**src/rtl/core/pwbb_pkg.sv**
```systemverilog
// Shared types, codes and constants for the PID controller with bang-bang override.
// No dependencies; imported by every module of the block.
package pwbb_pkg;

    // Operation codes carried in each input beat
    localparam logic [1:0] OP_RUN  = 2'd0;
    localparam logic [1:0] OP_STOP = 2'd1;
    localparam logic [1:0] OP_LOAD = 2'd2;

    // Configuration register indexes
    localparam logic [2:0] REG_GAIN_P    = 3'd0;
    localparam logic [2:0] REG_GAIN_I    = 3'd1;
    localparam logic [2:0] REG_GAIN_D    = 3'd2;
    localparam logic [2:0] REG_DRIVE_MIN = 3'd3;
    localparam logic [2:0] REG_DRIVE_MAX = 3'd4;
    localparam logic [2:0] REG_BANG_ON   = 3'd5;
    localparam logic [2:0] REG_BANG_OFF  = 3'd6;
    localparam logic [2:0] REG_STEP      = 3'd7;

    // Register reset values
    localparam logic [31:0] DRIVE_MAX_RST = 32'd6553600;
    localparam logic [31:0] STEP_RST      = 32'd1000000;

    // Trapezoid halves the sum and converts us to ms (divide by 2000 = shift by 4,
    // then divide by 125); derivative converts ms to us
    localparam logic [6:0]  DIV125_CONST  = 7'd125;
    localparam logic [23:0] DIV125_RECIP  = 24'd8589935;   // ceil(2^30 / 125)
    localparam logic [9:0]  DERIV_SCALE   = 10'd1000;

    // Iteration counts of the shared unit
    localparam int MUL_STEPS   = 32;
    localparam int DIV_STEPS   = 64;
    localparam int DIV2K_STEPS = 4;

    // Operating modes of the shared unit
    typedef enum logic [1:0] {
        MODE_MUL,
        MODE_DIV,
        MODE_DIV2K
    } unit_mode_t;

    // Jobs run on the shared multiply/divide unit, in order
    typedef enum logic [2:0] {
        JOB_INTEG_MUL,
        JOB_INTEG_DIV,
        JOB_DERIV_DIV,
        JOB_TERM_P,
        JOB_TERM_I,
        JOB_TERM_D
    } job_t;

    typedef enum logic [2:0] {
        ST_IDLE,
        ST_EVAL,
        ST_START,
        ST_WAIT,
        ST_SUM,
        ST_OUT
    } state_t;

    // Controller to datapath
    typedef struct packed {
        logic load;
        logic eval;
        logic start;
        logic capture;
        logic sum;
        job_t job;
    } ctrl_cmd_t;

    // Datapath to controller
    typedef struct packed {
        logic pid_go;
        logic unit_done;
    } dp_status_t;

endpackage

```
**src/rtl/core/pwbb_muldiv.sv**
```systemverilog
// Shared iterative unit: 48x32 shift-add multiply, 64/32 restoring divide, or a
// divide by 2000 in 16-bit digits. Depends on pwbb_pkg for modes and step counts.
module pwbb_muldiv
    import pwbb_pkg::*;
(
    input  logic        clk,
    input  logic        rst_n,
    input  logic        start,
    input  unit_mode_t  mode,
    input  logic [47:0] mul_a,
    input  logic [31:0] mul_b,
    input  logic [63:0] dividend,
    input  logic [31:0] divisor,
    output logic        done,
    output logic [79:0] result
);

    logic        busy_reg, busy_next;
    logic        done_reg, done_next;
    unit_mode_t  mode_reg, mode_next;
    logic [6:0]  cnt_reg, cnt_next;
    logic [79:0] p_reg, p_next;
    logic [47:0] a_reg, a_next;
    logic [31:0] rem_reg, rem_next;
    logic [31:0] dvs_reg, dvs_next;

    logic [48:0] mul_sum;
    logic [32:0] rem_sh;
    logic        q_bit;
    logic [6:0]  last_cnt;
    logic [22:0] dig_cur;
    logic [46:0] dig_prod;
    logic [15:0] dig_q;
    logic [22:0] dig_back;
    logic [6:0]  dig_rem;

    // One multiply step: add multiplicand on the low bit, shift right
    assign mul_sum = {1'b0, p_reg[79:32]} + (p_reg[0] ? {1'b0, a_reg} : 49'd0);

    // One divide step: shift in the next dividend bit, subtract if it fits
    assign rem_sh = {rem_reg, p_reg[63]};
    assign q_bit  = (rem_sh >= {1'b0, dvs_reg});

    // One divide-by-125 digit: remainder (< 125) and next 16 bits, reciprocal multiply
    assign dig_cur  = {rem_reg[6:0], p_reg[63:48]};
    assign dig_prod = {24'd0, dig_cur} * {23'd0, DIV125_RECIP};
    assign dig_q    = dig_prod[45:30];
    assign dig_back = {7'd0, dig_q} * {16'd0, DIV125_CONST};
    assign dig_rem  = 7'(dig_cur - dig_back);

    assign last_cnt = (mode_reg == MODE_DIV)   ? 7'(DIV_STEPS - 1) :
                      (mode_reg == MODE_DIV2K) ? 7'(DIV2K_STEPS - 1) : 7'(MUL_STEPS - 1);

    always_comb
    begin
        busy_next = busy_reg;
        done_next = 1'b0;
        mode_next = mode_reg;
        cnt_next  = cnt_reg;
        p_next    = p_reg;
        a_next    = a_reg;
        rem_next  = rem_reg;
        dvs_next  = dvs_reg;
        if (start)
        begin
            busy_next = 1'b1;
            mode_next = mode;
            cnt_next  = 7'd0;
            a_next    = mul_a;
            dvs_next  = divisor;
            rem_next  = 32'd0;
            if (mode == MODE_DIV)
                p_next = {16'd0, dividend};
            else if (mode == MODE_DIV2K)
                p_next = {20'd0, dividend[63:4]};
            else
                p_next = {48'd0, mul_b};
        end
        else if (busy_reg)
        begin
            if (mode_reg == MODE_DIV)
            begin
                rem_next = q_bit ? 32'(rem_sh - {1'b0, dvs_reg}) : rem_sh[31:0];
                p_next   = {16'd0, p_reg[62:0], q_bit};
            end
            else if (mode_reg == MODE_DIV2K)
            begin
                rem_next = {25'd0, dig_rem};
                p_next   = {16'd0, p_reg[47:0], dig_q};
            end
            else
            begin
                p_next = {mul_sum, p_reg[31:1]};
            end
            cnt_next = cnt_reg + 7'd1;
            if (cnt_reg == last_cnt)
            begin
                busy_next = 1'b0;
                done_next = 1'b1;
            end
        end
    end

    // Control state
    always_ff @(posedge clk or negedge rst_n)
    begin
        if (!rst_n)
        begin
            busy_reg <= 1'b0;
            done_reg <= 1'b0;
            mode_reg <= MODE_MUL;
            cnt_reg  <= 7'd0;
        end
        else
        begin
            busy_reg <= busy_next;
            done_reg <= done_next;
            mode_reg <= mode_next;
            cnt_reg  <= cnt_next;
        end
    end

    // Operand and result registers
    always_ff @(posedge clk)
    begin
        p_reg   <= p_next;
        a_reg   <= a_next;
        rem_reg <= rem_next;
        dvs_reg <= dvs_next;
    end

    assign done   = done_reg;
    assign result = p_reg;

endmodule

```
**src/rtl/core/pwbb_datapath.sv**
```systemverilog
// Datapath: configuration registers, loop state, item decode and PID arithmetic.
// Depends on pwbb_pkg and instantiates pwbb_muldiv.
module pwbb_datapath
    import pwbb_pkg::*;
(
    input  logic               clk,
    input  logic               rst_n,
    input  ctrl_cmd_t          cmd,
    output dp_status_t         status,
    input  logic               cfg_write,
    input  logic [2:0]         cfg_index,
    input  logic [31:0]        cfg_data,
    input  logic [1:0]         op,
    input  logic [31:0]        now_us,
    input  logic signed [31:0] measured,
    input  logic signed [31:0] target,
    input  logic [30:0]        near_band,
    input  logic signed [47:0] integral_load,
    output logic signed [31:0] drive,
    output logic               drive_updated,
    output logic               at_setpoint,
    output logic               is_stopped,
    output logic signed [47:0] integral_now
);

    // Configuration
    logic signed [31:0] gain_p_reg, gain_i_reg, gain_d_reg;
    logic signed [31:0] drive_min_reg, drive_max_reg;
    logic [30:0]        bang_on_reg, bang_off_reg;
    logic [31:0]        step_reg;

    // Loop state
    logic               stopped_reg, stopped_next;
    logic [31:0]        last_reg, last_next;
    logic signed [47:0] integ_reg, integ_next;
    logic signed [31:0] prev_reg, prev_next;
    logic signed [31:0] drive_reg, drive_next;
    logic               upd_reg, upd_next;
    logic               near_reg, near_next;

    // Latched item
    logic [1:0]         op_reg;
    logic [31:0]        now_reg;
    logic signed [31:0] meas_reg, tgt_reg;
    logic [30:0]        nb_reg;
    logic signed [47:0] load_reg;

    // Per-update working values
    logic [31:0]        dt_reg, dt_next;
    logic signed [31:0] e_reg, e_next;
    logic [32:0]        smag_reg, smag_next;
    logic               sneg_reg, sneg_next;
    logic [41:0]        dnum_reg, dnum_next;
    logic               dneg_reg, dneg_next;
    logic [63:0]        tmp_reg, tmp_next;
    logic signed [31:0] deriv_reg, deriv_next;
    logic signed [31:0] tp_reg, tp_next, ti_reg, ti_next, td_reg, td_next;

    // Decode of the latched item
    logic signed [32:0] diff;
    logic [32:0]        abs_diff;
    logic               bang_on_hit, bang_off_hit;
    logic signed [31:0] e_sat, prev_eff;
    logic [31:0]        last_eff, dt;
    logic signed [32:0] s_sum, d_dif;
    logic [31:0]        d_mag;
    logic               pid_go;

    // Shared unit hookup
    unit_mode_t         u_mode;
    logic [47:0]        u_a;
    logic [31:0]        u_b, u_dvs;
    logic [63:0]        u_dvd;
    logic               u_done;
    logic [79:0]        u_res;

    // Capture helpers
    logic [48:0]        inc;
    logic signed [49:0] incs, isum;
    logic [63:0]        q;
    logic               t_neg;
    logic [63:0]        r_q;
    logic [31:0]        r_lim, r_sat;
    logic signed [33:0] total;
    logic signed [33:0] t_lo;

    function automatic logic [31:0] mag32(input logic signed [31:0] v);
        mag32 = v[31] ? 32'(-v) : v;
    endfunction

    // Item decode
    always_comb
    begin
        diff     = $signed({tgt_reg[31], tgt_reg}) - $signed({meas_reg[31], meas_reg});
        abs_diff = diff[32] ? 33'(-diff) : diff;
        bang_on_hit  = (bang_on_reg != 31'd0) && (diff > $signed({2'b00, bang_on_reg}));
        bang_off_hit = (bang_off_reg != 31'd0) && (diff < -$signed({2'b00, bang_off_reg}));
        if (diff[32] != diff[31])
            e_sat = diff[32] ? 32'sh8000_0000 : 32'sh7FFF_FFFF;
        else
            e_sat = diff[31:0];
        prev_eff = stopped_reg ? 32'sd0 : prev_reg;
        last_eff = stopped_reg ? now_reg : last_reg;
        dt       = now_reg - last_eff;
        s_sum    = $signed({e_sat[31], e_sat}) + $signed({prev_eff[31], prev_eff});
        d_dif    = $signed({e_sat[31], e_sat}) - $signed({prev_eff[31], prev_eff});
        d_mag    = d_dif[32] ? 32'(-d_dif) : d_dif[31:0];
        pid_go   = (op_reg == OP_RUN) && !bang_on_hit && !bang_off_hit && (dt >= step_reg);
    end

    // Operand selection for the shared unit
    always_comb
    begin
        u_mode = MODE_MUL;
        u_a    = 48'd0;
        u_b    = 32'd0;
        u_dvd  = 64'd0;
        u_dvs  = 32'd0;
        case (cmd.job)
            JOB_INTEG_MUL:
            begin
                u_a = {15'd0, smag_reg};
                u_b = dt_reg;
            end
            JOB_INTEG_DIV:
            begin
                u_mode = MODE_DIV2K;
                u_dvd  = tmp_reg;
            end
            JOB_DERIV_DIV:
            begin
                u_mode = MODE_DIV;
                u_dvd  = {22'd0, dnum_reg};
                u_dvs  = dt_reg;
            end
            JOB_TERM_P:
            begin
                u_a = {16'd0, mag32(e_reg)};
                u_b = mag32(gain_p_reg);
            end
            JOB_TERM_I:
            begin
                u_a = integ_reg[47] ? 48'(-integ_reg) : integ_reg;
                u_b = mag32(gain_i_reg);
            end
            JOB_TERM_D:
            begin
                u_a = {16'd0, mag32(deriv_reg)};
                u_b = mag32(gain_d_reg);
            end
            default:
            begin
                u_a = 48'd0;
            end
        endcase
    end

    pwbb_muldiv u_muldiv (
        .clk      (clk),
        .rst_n    (rst_n),
        .start    (cmd.start),
        .mode     (u_mode),
        .mul_a    (u_a),
        .mul_b    (u_b),
        .dividend (u_dvd),
        .divisor  (u_dvs),
        .done     (u_done),
        .result   (u_res)
    );

    // Result shaping for captures
    always_comb
    begin
        q    = u_res[63:0];
        inc  = (q > 64'h1_0000_0000_0000) ? 49'h1_0000_0000_0000 : q[48:0];
        incs = sneg_reg ? -$signed({1'b0, inc}) : $signed({1'b0, inc});
        isum = $signed({{2{integ_reg[47]}}, integ_reg}) + incs;
        case (cmd.job)
            JOB_TERM_P: t_neg = e_reg[31] ^ gain_p_reg[31];
            JOB_TERM_I: t_neg = integ_reg[47] ^ gain_i_reg[31];
            JOB_TERM_D: t_neg = deriv_reg[31] ^ gain_d_reg[31];
            default:    t_neg = 1'b0;
        endcase
        r_q   = u_res[79:16];
        r_lim = t_neg ? 32'h8000_0000 : 32'h7FFF_FFFF;
        r_sat = (r_q > {32'd0, r_lim}) ? r_lim : r_q[31:0];
        total = $signed({{2{tp_reg[31]}}, tp_reg}) + $signed({{2{ti_reg[31]}}, ti_reg})
              + $signed({{2{td_reg[31]}}, td_reg});
        t_lo  = (total < $signed({{2{drive_min_reg[31]}}, drive_min_reg}))
              ? $signed({{2{drive_min_reg[31]}}, drive_min_reg}) : total;
    end

    // State update
    always_comb
    begin
        stopped_next = stopped_reg;
        last_next    = last_reg;
        integ_next   = integ_reg;
        prev_next    = prev_reg;
        drive_next   = drive_reg;
        upd_next     = upd_reg;
        near_next    = near_reg;
        dt_next      = dt_reg;
        e_next       = e_reg;
        smag_next    = smag_reg;
        sneg_next    = sneg_reg;
        dnum_next    = dnum_reg;
        dneg_next    = dneg_reg;
        tmp_next     = tmp_reg;
        deriv_next   = deriv_reg;
        tp_next      = tp_reg;
        ti_next      = ti_reg;
        td_next      = td_reg;

        if (cmd.load)
            upd_next = 1'b0;

        if (cmd.eval)
        begin
            near_next = (abs_diff <= {2'b00, nb_reg});
            dt_next   = dt;
            e_next    = e_sat;
            smag_next = s_sum[32] ? 33'(-s_sum) : s_sum;
            sneg_next = s_sum[32];
            dnum_next = 42'(d_mag) * 42'(DERIV_SCALE);
            dneg_next = d_dif[32];
            case (op_reg)
                OP_RUN:
                begin
                    if (stopped_reg)
                    begin
                        stopped_next = 1'b0;
                        last_next    = now_reg;
                        integ_next   = 48'sd0;
                        prev_next    = 32'sd0;
                    end
                    if (bang_on_hit)
                    begin
                        drive_next = drive_max_reg;
                        last_next  = now_reg;
                        upd_next   = 1'b1;
                    end
                    else if (bang_off_hit)
                    begin
                        drive_next = drive_min_reg;
                        last_next  = now_reg;
                        upd_next   = 1'b1;
                    end
                end
                OP_STOP:
                begin
                    stopped_next = 1'b1;
                    last_next    = now_reg;
                    integ_next   = 48'sd0;
                    prev_next    = 32'sd0;
                end
                OP_LOAD:
                begin
                    integ_next = load_reg;
                end
                default:
                begin
                    upd_next = 1'b0;
                end
            endcase
        end

        if (cmd.capture)
        begin
            case (cmd.job)
                JOB_INTEG_MUL: tmp_next = q;
                JOB_INTEG_DIV:
                begin
                    if (isum > $signed(50'sh0_7FFF_FFFF_FFFF))
                        integ_next = 48'sh7FFF_FFFF_FFFF;
                    else if (isum < -$signed(50'sh0_8000_0000_0000))
                        integ_next = 48'sh8000_0000_0000;
                    else
                        integ_next = isum[47:0];
                end
                JOB_DERIV_DIV:
                begin
                    if (dt_reg == 32'd0)
                        deriv_next = 32'sd0;
                    else if (dneg_reg)
                        deriv_next = (q > 64'h8000_0000) ? 32'sh8000_0000 : 32'(-q[31:0]);
                    else
                        deriv_next = (q > 64'h7FFF_FFFF) ? 32'sh7FFF_FFFF : q[31:0];
                end
                JOB_TERM_P: tp_next = t_neg ? 32'(-r_sat) : r_sat;
                JOB_TERM_I: ti_next = t_neg ? 32'(-r_sat) : r_sat;
                JOB_TERM_D: td_next = t_neg ? 32'(-r_sat) : r_sat;
                default:    tmp_next = tmp_reg;
            endcase
        end

        // Final sum, clamp low then high
        if (cmd.sum)
        begin
            if (t_lo > $signed({{2{drive_max_reg[31]}}, drive_max_reg}))
                drive_next = drive_max_reg;
            else
                drive_next = t_lo[31:0];
            last_next = now_reg;
            prev_next = e_reg;
            upd_next  = 1'b1;
        end
    end

    // Configuration and control state
    always_ff @(posedge clk or negedge rst_n)
    begin
        if (!rst_n)
        begin
            gain_p_reg    <= 32'sd0;
            gain_i_reg    <= 32'sd0;
            gain_d_reg    <= 32'sd0;
            drive_min_reg <= 32'sd0;
            drive_max_reg <= DRIVE_MAX_RST;
            bang_on_reg   <= 31'd0;
            bang_off_reg  <= 31'd0;
            step_reg      <= STEP_RST;
            stopped_reg   <= 1'b0;
            last_reg      <= 32'd0;
            integ_reg     <= 48'sd0;
            prev_reg      <= 32'sd0;
            drive_reg     <= 32'sd0;
            upd_reg       <= 1'b0;
            near_reg      <= 1'b0;
        end
        else
        begin
            if (cfg_write)
            begin
                case (cfg_index)
                    REG_GAIN_P:    gain_p_reg    <= cfg_data;
                    REG_GAIN_I:    gain_i_reg    <= cfg_data;
                    REG_GAIN_D:    gain_d_reg    <= cfg_data;
                    REG_DRIVE_MIN: drive_min_reg <= cfg_data;
                    REG_DRIVE_MAX: drive_max_reg <= cfg_data;
                    REG_BANG_ON:   bang_on_reg   <= cfg_data[30:0];
                    REG_BANG_OFF:  bang_off_reg  <= cfg_data[30:0];
                    REG_STEP:      step_reg      <= cfg_data;
                    default:       step_reg      <= step_reg;
                endcase
            end
            stopped_reg <= stopped_next;
            last_reg    <= last_next;
            integ_reg   <= integ_next;
            prev_reg    <= prev_next;
            drive_reg   <= drive_next;
            upd_reg     <= upd_next;
            near_reg    <= near_next;
        end
    end

    // Item latch and working registers
    always_ff @(posedge clk)
    begin
        if (cmd.load)
        begin
            op_reg   <= op;
            now_reg  <= now_us;
            meas_reg <= measured;
            tgt_reg  <= target;
            nb_reg   <= near_band;
            load_reg <= integral_load;
        end
        dt_reg    <= dt_next;
        e_reg     <= e_next;
        smag_reg  <= smag_next;
        sneg_reg  <= sneg_next;
        dnum_reg  <= dnum_next;
        dneg_reg  <= dneg_next;
        tmp_reg   <= tmp_next;
        deriv_reg <= deriv_next;
        tp_reg    <= tp_next;
        ti_reg    <= ti_next;
        td_reg    <= td_next;
    end

    assign status.pid_go    = pid_go;
    assign status.unit_done = u_done;

    assign drive         = drive_reg;
    assign drive_updated = upd_reg;
    assign at_setpoint   = near_reg;
    assign is_stopped    = stopped_reg;
    assign integral_now  = integ_reg;

endmodule

```
**src/rtl/core/pwbb_ctrl.sv**
```systemverilog
// Controller: sequences item accept, decode, the six shared-unit jobs, sum and result beat.
// Depends on pwbb_pkg.
module pwbb_ctrl
    import pwbb_pkg::*;
(
    input  logic       clk,
    input  logic       rst_n,
    input  logic       in_valid,
    output logic       in_ready,
    output logic       out_valid,
    input  logic       out_ready,
    input  dp_status_t status,
    output ctrl_cmd_t  cmd
);

    state_t state_reg, state_next;
    job_t   job_reg, job_next;

    function automatic job_t job_succ(input job_t j);
        case (j)
            JOB_INTEG_MUL: job_succ = JOB_INTEG_DIV;
            JOB_INTEG_DIV: job_succ = JOB_DERIV_DIV;
            JOB_DERIV_DIV: job_succ = JOB_TERM_P;
            JOB_TERM_P:    job_succ = JOB_TERM_I;
            JOB_TERM_I:    job_succ = JOB_TERM_D;
            default:       job_succ = JOB_INTEG_MUL;
        endcase
    endfunction

    // Next state
    always_comb
    begin
        state_next = state_reg;
        job_next   = job_reg;
        case (state_reg)
            ST_IDLE:
                if (in_valid)
                    state_next = ST_EVAL;
            ST_EVAL:
            begin
                job_next   = JOB_INTEG_MUL;
                state_next = status.pid_go ? ST_START : ST_OUT;
            end
            ST_START:
                state_next = ST_WAIT;
            ST_WAIT:
                if (status.unit_done)
                begin
                    if (job_reg == JOB_TERM_D)
                        state_next = ST_SUM;
                    else
                    begin
                        job_next   = job_succ(job_reg);
                        state_next = ST_START;
                    end
                end
            ST_SUM:
                state_next = ST_OUT;
            ST_OUT:
                if (out_ready)
                    state_next = ST_IDLE;
            default:
                state_next = ST_IDLE;
        endcase
    end

    // Outputs
    always_comb
    begin
        cmd         = '0;
        cmd.job     = job_reg;
        in_ready    = 1'b0;
        out_valid   = 1'b0;
        case (state_reg)
            ST_IDLE:
            begin
                in_ready = 1'b1;
                cmd.load = in_valid;
            end
            ST_EVAL:  cmd.eval    = 1'b1;
            ST_START: cmd.start   = 1'b1;
            ST_WAIT:  cmd.capture = status.unit_done;
            ST_SUM:   cmd.sum     = 1'b1;
            ST_OUT:   out_valid   = 1'b1;
            default:  in_ready    = 1'b0;
        endcase
    end

    always_ff @(posedge clk or negedge rst_n)
    begin
        if (!rst_n)
        begin
            state_reg <= ST_IDLE;
            job_reg   <= JOB_INTEG_MUL;
        end
        else
        begin
            state_reg <= state_next;
            job_reg   <= job_next;
        end
    end

endmodule

```
**src/rtl/core/pid_with_bang_bang.sv**
```systemverilog
// Top level of the PID controller with bang-bang override.
// Depends on pwbb_pkg; instantiates pwbb_ctrl and pwbb_datapath.
//
//  channel | handshake            | payload
//  --------+----------------------+-----------------------------------------------
//  in      | in_valid / in_ready  | op, now_us, measured, target, near_band,
//          |                      | integral_load
//  out     | out_valid/ out_ready | drive, drive_updated, at_setpoint, is_stopped,
//          |                      | integral_now
//  cfg     | cfg_valid/ cfg_ready | cfg_index, cfg_data (always ready)
//
// A bang, stop, load or skipped run beat goes from accept through ST_EVAL to ST_OUT,
// which raises out_valid.
// A PID update goes through ST_EVAL, the shared-unit jobs (multiplies, the 64-step
// divide and the divide by 2000) and ST_SUM before ST_OUT raises out_valid. One
// item at a time: in_ready is high only while idle, so no new beat is taken until
// the result is taken; a stalled result holds. Reset is asynchronous, active low,
// and loads the register defaults at once.
module pid_with_bang_bang
    import pwbb_pkg::*;
(
    input  logic               clk,
    input  logic               rst_n,
    input  logic               cfg_valid,
    output logic               cfg_ready,
    input  logic [2:0]         cfg_index,
    input  logic [31:0]        cfg_data,
    input  logic               in_valid,
    output logic               in_ready,
    input  logic [1:0]         op,
    input  logic [31:0]        now_us,
    input  logic signed [31:0] measured,
    input  logic signed [31:0] target,
    input  logic [30:0]        near_band,
    input  logic signed [47:0] integral_load,
    output logic               out_valid,
    input  logic               out_ready,
    output logic signed [31:0] drive,
    output logic               drive_updated,
    output logic               at_setpoint,
    output logic               is_stopped,
    output logic signed [47:0] integral_now
);

    ctrl_cmd_t  cmd;
    dp_status_t status;

    assign cfg_ready = 1'b1;

    pwbb_ctrl u_ctrl (
        .clk       (clk),
        .rst_n     (rst_n),
        .in_valid  (in_valid),
        .in_ready  (in_ready),
        .out_valid (out_valid),
        .out_ready (out_ready),
        .status    (status),
        .cmd       (cmd)
    );

    pwbb_datapath u_dp (
        .clk           (clk),
        .rst_n         (rst_n),
        .cmd           (cmd),
        .status        (status),
        .cfg_write     (cfg_valid & cfg_ready),
        .cfg_index     (cfg_index),
        .cfg_data      (cfg_data),
        .op            (op),
        .now_us        (now_us),
        .measured      (measured),
        .target        (target),
        .near_band     (near_band),
        .integral_load (integral_load),
        .drive         (drive),
        .drive_updated (drive_updated),
        .at_setpoint   (at_setpoint),
        .is_stopped    (is_stopped),
        .integral_now  (integral_now)
    );

endmodule

```
**config.mk**
```make
export PLATFORM = sky130hd
export DESIGN_NAME = pid_with_bang_bang
export DESIGN_NICKNAME = d
export VERILOG_FILES = /design/src/rtl/core/pwbb_pkg.sv /design/src/rtl/core/pwbb_muldiv.sv /design/src/rtl/core/pwbb_datapath.sv /design/src/rtl/core/pwbb_ctrl.sv /design/src/rtl/core/pid_with_bang_bang.sv
export SDC_FILE = /design/constraint.sdc
export NUM_CORES = 2
export LEC_CHECK = 0
export BUFFER_PORTS_ARGS = -buffer_cell sky130_fd_sc_hd__buf_2
export CORE_ASPECT_RATIO = 0.7
export CORE_MARGIN = 5
export CORE_UTILIZATION = 35
export DETAILED_ROUTE_END_ITERATION = 7
export REMOVE_ABC_BUFFERS = 1
export SLEW_MARGIN = 20
export SYNTH_ARGS = -nofsm -noshare
export SYNTH_HDL_FRONTEND = slang
export SYNTH_SLANG_ARGS = --single-unit
```
**constraint.sdc**
```tcl
create_clock -name clk -period 17.6 [get_ports clk]
set_clock_uncertainty 0.1 [all_clocks]
set_input_delay 3.52 -clock clk [delete_from_list [all_inputs] [get_ports clk]]
set_output_delay 3.52 -clock clk [all_outputs]
set_load 0.01 [all_outputs]
```
After elaboration in Yosys (flattened, before gate mapping)
Index checks and enable logic that the tools add are counted.
Widths: inputs -> output; s select.

word-level totals
  logic and storage cells = 249
  input port bits = 217
  output and inout port bits = 86
  register bits = 1117

operators by class
  $mul = 3
  bitwise operators = 3
  add/sub/neg operators = 24
  equal/unequal tests = 29
  multiplexer cells = 92
  magnitude comparators = 13
  reduce and logical (&&, ||, !) cells = 42

operators by type and width
  cell                  number
  $mux 32               32
  $mux 48               8
  $mux 80               4
  $neg 32->32           8
  $pmux 48 s4           1
  $pmux 48 s3           1
  $pmux 32 s2           2
  $pmux 32 s4           1
  $pmux 64 s2           1
  $add 32x32->33        2
  $neg 33->33           2
  $sub 32x32->33        2
  $gt 64x31->1 const B  1
  $gt 64x32->1          1
  $gt 64x32->1 const B  1
  $gt 64x49->1 const B  1
  $mux 64               1
  $sub 32x32->32        2
  $reduce_bool 31->1    2
  $mux 60               1
  $add 48x50->50        1
  $gt 50x48->1 const B  1
  $lt 50x48->1 const B  1
  $mux 50               1
  51 further kinds      128

Longest topological paths before layout
  depth after elaboration = 10
  gate-level depth with buffers = 59
  depth with buffers taken out = 56

By module
From an unflattened synthesis, not the netlist that was laid out.

unflattened totals
  cell total of the unflattened synthesis = 9394
  area total of the unflattened synthesis = 91735.5 µm²

modules (own cells, without submodules)
  module              sequential area each (µm²)  times used  cells an instance  area an instance (µm²)
  pwbb_datapath       25241.7                     1           6904               67951.4
  pwbb_muldiv         5720.5                      1           2435               23273.6
  pwbb_ctrl           150.1                       1           53                 499.2
  pid_with_bang_bang  0.0                         1           2                  11.3

Least setup slack after synthesis
No wires, ideal clock.

  path type = flip-flop to flip-flop
  start point = register u_dp.tgt_reg[1]
  end point = register u_dp.dnum_reg[41] (data pin)
  data required time = 17.239 ns
  path buffers = 3
  clock period less this slack = 12.834 ns
  arrival time = 12.472 ns
  path slack = 4.766 ns
  cell stages (with the launch flop) = 57
  cell sequence = edfxtp_1 > ha_1 > nor2b_1 > o31a_1 > o41a_1 > o211ai_1 > a31oi_1 > o41ai_2 > o221a_2 > nor3_1 > mux2_2 > and2_1 > ha_1 > clkbuf_1 > inv_1 > clkbuf_1 > nor2_1 > a21o_1 > [21 not listed] > inv_1 > fa_1 > fa_1 > fa_1 > ha_1 > a21o_1 > a21oi_1 > nand2_1 > o31ai_1 > o211ai_1 > a31oi_1 > o211ai_1 > o221ai_1 > and2_1 > o21ai_0 > and3b_1 > o21ai_0 > xnor2_1

on the way
  elaborated cells between the ends (all ways) = 8

RTL lines
  what                                          line                                      RTL
  start, declared                               pwbb_datapath.sv:44                       logic signed [31:0] meas_reg, tgt_reg;
  start signal, assigned                        pwbb_datapath.sv:365                      tgt_reg <= target;
  $sub 32x32->33 (*)                            pwbb_datapath.sv:94                       diff = $signed({tgt_reg[31], tgt_reg}) - $signed({meas_reg[31], meas_reg});
  $mux 32 / $ne 1x1->1 (equally long branches)  pwbb_datapath.sv:99, pwbb_datapath.sv:98
  $mux 32 (*)                                   pwbb_datapath.sv:98                       if (diff[32] != diff[31])
  $sub 32x32->33 (*)                            pwbb_datapath.sv:106                      d_dif = $signed({e_sat[31], e_sat}) - $signed({prev_eff[31], prev_eff});
  via u_dp.d_dif[32]                            pwbb_datapath.sv:65                       logic signed [32:0] s_sum, d_dif;
  $mux 32 (*)                                   pwbb_datapath.sv:107                      d_mag = d_dif[32] ? 32'(-d_dif) : d_dif[31:0];
  $mul 32x7->39 (*)                             pwbb_datapath.sv:225                      dnum_next = 42'(d_mag) * 42'(DERIV_SCALE);
  end signal, assigned                          pwbb_datapath.sv:373                      dnum_reg <= dnum_next;
  end, declared                                 pwbb_datapath.sv:53                       logic [41:0] dnum_reg, dnum_next;

The timed path passes the listed nets; every way through them passes the cells marked *.
A chain may end at the register's enable or synchronous reset.

Final worst setup path
  start point = register u_dp.tgt_reg[1]
  end point = register u_dp.dnum_reg[40] (data pin)

on the way
  cells in the longest elaborated chain, start to end = 7
  elaborated cells between the ends (all ways) = 8

ends and longest elaborated chain
  what                                          line                                      RTL
  $sub 32x32->33 (*)                            pwbb_datapath.sv:94
  $mux 32 / $ne 1x1->1 (equally long branches)  pwbb_datapath.sv:99, pwbb_datapath.sv:98
  $mux 32 (*)                                   pwbb_datapath.sv:98
  via u_dp.e_sat[3]                             pwbb_datapath.sv:63                       logic signed [31:0] e_sat, prev_eff;
  $sub 32x32->33 (*)                            pwbb_datapath.sv:106
  $neg 32->32                                   pwbb_datapath.sv:107
  $mux 32 (*)                                   pwbb_datapath.sv:107
  $mul 32x7->39 (*)                             pwbb_datapath.sv:225

Marked as above.

==> flow_summary.ini <==
[synthesis]
ys_ff_latch = 1112
synth_top_area_cell = edfxtp_1
synth-async-reset-ratio = 0.376
post_synth.cell_area_avg_um2 = 9.87
ys_top_cells_by_area = edfxtp_1 23%, ha_1 13%, dfrtp_1 12%, fa_1 7.1%, mux2_2 3.7%
synth.distinct_cells = 108
synth_area_um2 = 88000
yosysMostFrequentCell = ha_1
synth_top_area_share = 0.226
synth_flop_cell = edfxtp_1
syn-instance-count = 8917
synth-seq-area-share = 0.352
ys_warn_count = 0
synth_commonest_cells = 880 x ha_1, 840 x inv_1, 662 x edfxtp_1
synth_edf_count = 662

[min_path]
hold_class = flop to flop

[global_route]
track_usage = 0.224
grt_max_degree = 155
grt_pass1_wl_um = 451000
antenna_found_initial = 26
grt-ovfl-total = 0
grt_pass1_vias = 69600

[place]
post-dp-hpwl_um = 233000
numPortBuffers = 301
dp.cells = 12300
routabilityCongestion = 0.938
pre_cts_ws_ns = 2.47

[route]
drtPass1Iterations = 6
wl_per_cell_um = 24.0
drc = 0
drt_wl_total_um = 302000
drtAntennaViolNets = 0
dr.first_iter.drc_count = 7750
vias = 71200
viasPerCell = 5.65

[layout]
instances_no_fill = 12600
largest_register_ff_count = 80
drive_above_1_share = 0.115
syn2layout_area_growth_pct = 11.5
finalNetCount = 10500

[sta]
period_needed_ns = 15.32
hold_viol = 0
min_period_over_period = 0.870
setup_viol = 0
tns_ns = 0
whs_ns = 0.379
worst-slew-pin-transition_ns = 1.15
finalWorstSetupSlack_ns = 2.28
fmax_mhz = 65.3
slew_viol_final = 0
slew_headroom = 0.230
rsz0062_at_grt = no

[clock_network]
clk_pin_slew_ns = 0.07
cts_resized = 0
numClockSinks = 1112
clock_latency_ns = 0.82
cts_setup_buffers = 0
clock_path_buffers = 4
cts_tree = done
hold_buffers = 0
clockRootBuffer = clkbuf_16
cts_inserted_buffers = 139
htreeDepth = 4

[worst_setup_path]
critPathSlowestCell = a211oi_4
max_stage_delay_ns = 0.82
required_ns = 18.04
worstPathArrival_ns = 15.75
cpMostUsedCell = a21oi_1
crit_family = compound AO/OA/AOI/OAI gates
path_buf_inv = 5
cp-end-kind = flop
crit_fanout = 31
criticalPathCategory = flop to flop
start_kind = flop

[die]
start_util = 0.351
core_um2 = 251000
io_pins = 303
die_h_um = 430
rows = 154
die-area_um2 = 262000
die_w_um = 609

[run_status]
outcome = finished, final reports clean

[run]
max_cap_viol_count = 0
-- worst paths after layout --
kind | start | cells past startpoint | to | slack [ns]
worst max-delay path | u_dp.tgt_reg[1] | 52 | u_dp.dnum_reg[40] | 2.28
worst min-delay path | u_dp.u_muldiv.rem_reg[18] | 2 | u_dp.u_muldiv.rem_reg[18] | 0.38
worst max register to register | u_dp.tgt_reg[1] | 52 | u_dp.dnum_reg[40] | 2.28
worst min register to register | u_dp.u_muldiv.rem_reg[18] | 2 | u_dp.u_muldiv.rem_reg[18] | 0.38
max in group asynchronous | rst_n | 3 | u_dp.gain_i_reg[27] | 12.49
min in group asynchronous | rst_n | 1 | u_dp.integral_now[3] | 2.71
-- layout make-up --
| type | instances | area, µm² |
|---|---|---|
| inverters | 848 | 3190 |
| repair buffers | 441 | 2640 |
| multi-input cells | 6595 | 52600 |
| flip-flops and latches | 1112 | 31000 |
| fillers | 24600 | 153000 |
| clock buffers | 183 | 3850 |
| well taps | 3354 | 4200 |
| diodes | 5 | 12.5 |
| clock inverters | 59 | 576 |
-- metal layers --
| layer | part of all wire | track usage |
|---|---|---|
| met2 | 0.43 | 0.335 |
| met3 | 0.086 | 0.0444 |
| met1 | 0.45 | 0.324 |
| met4 | 0.036 | 0.0707 |
| met5 | 0 | 0 |
-- cells in the final DEF (no fill, tap or decap), drive strengths merged, types with 279 or more instances in the layout --
cell type  netlist  routed
ha             880     880
inv            847     860
edfxtp         662     662
a21oi          631     631
nor2           526     526
o21ai          520     520
nand2          501     501
buf             54     441
dfrtp          408     408
xnor2          376     376
fa             314     314
mux2           299     299
xor2           279     279
-- worst min-delay path, delay by kind of cell (launching register included) --
| family | cells | cell delay, ns |
|---|---|---|
| flops | 1 | 0.32 |
| simple gates | 1 | 0.06 |
| compound gates | 1 | 0.05 |
-- kinds of logic after synthesis --
kind of cell	share of synthesized area
AO/OA/AOI/OAI	0.167
XOR/XNOR	0.0658
adder cells (fa/ha/maj)	0.197
buffers and inverters	0.0521
flip-flops	0.352
multiplexers	0.0503
other	0.0000426
AND/OR/NAND/NOR	0.116
-- through the flow --
stage | util | instance area, µm²
finish | 0.391 | 98100
global route | 0.391 | 98100
CTS | 0.391 | 98000
detailed placement | 0.373 | 93600
global placement | 0.373 | 93500
floorplan | - | 86600
Power is not shown: default switching activity piles up to over one toggle a cycle in this logic, so the estimate is an artifact.
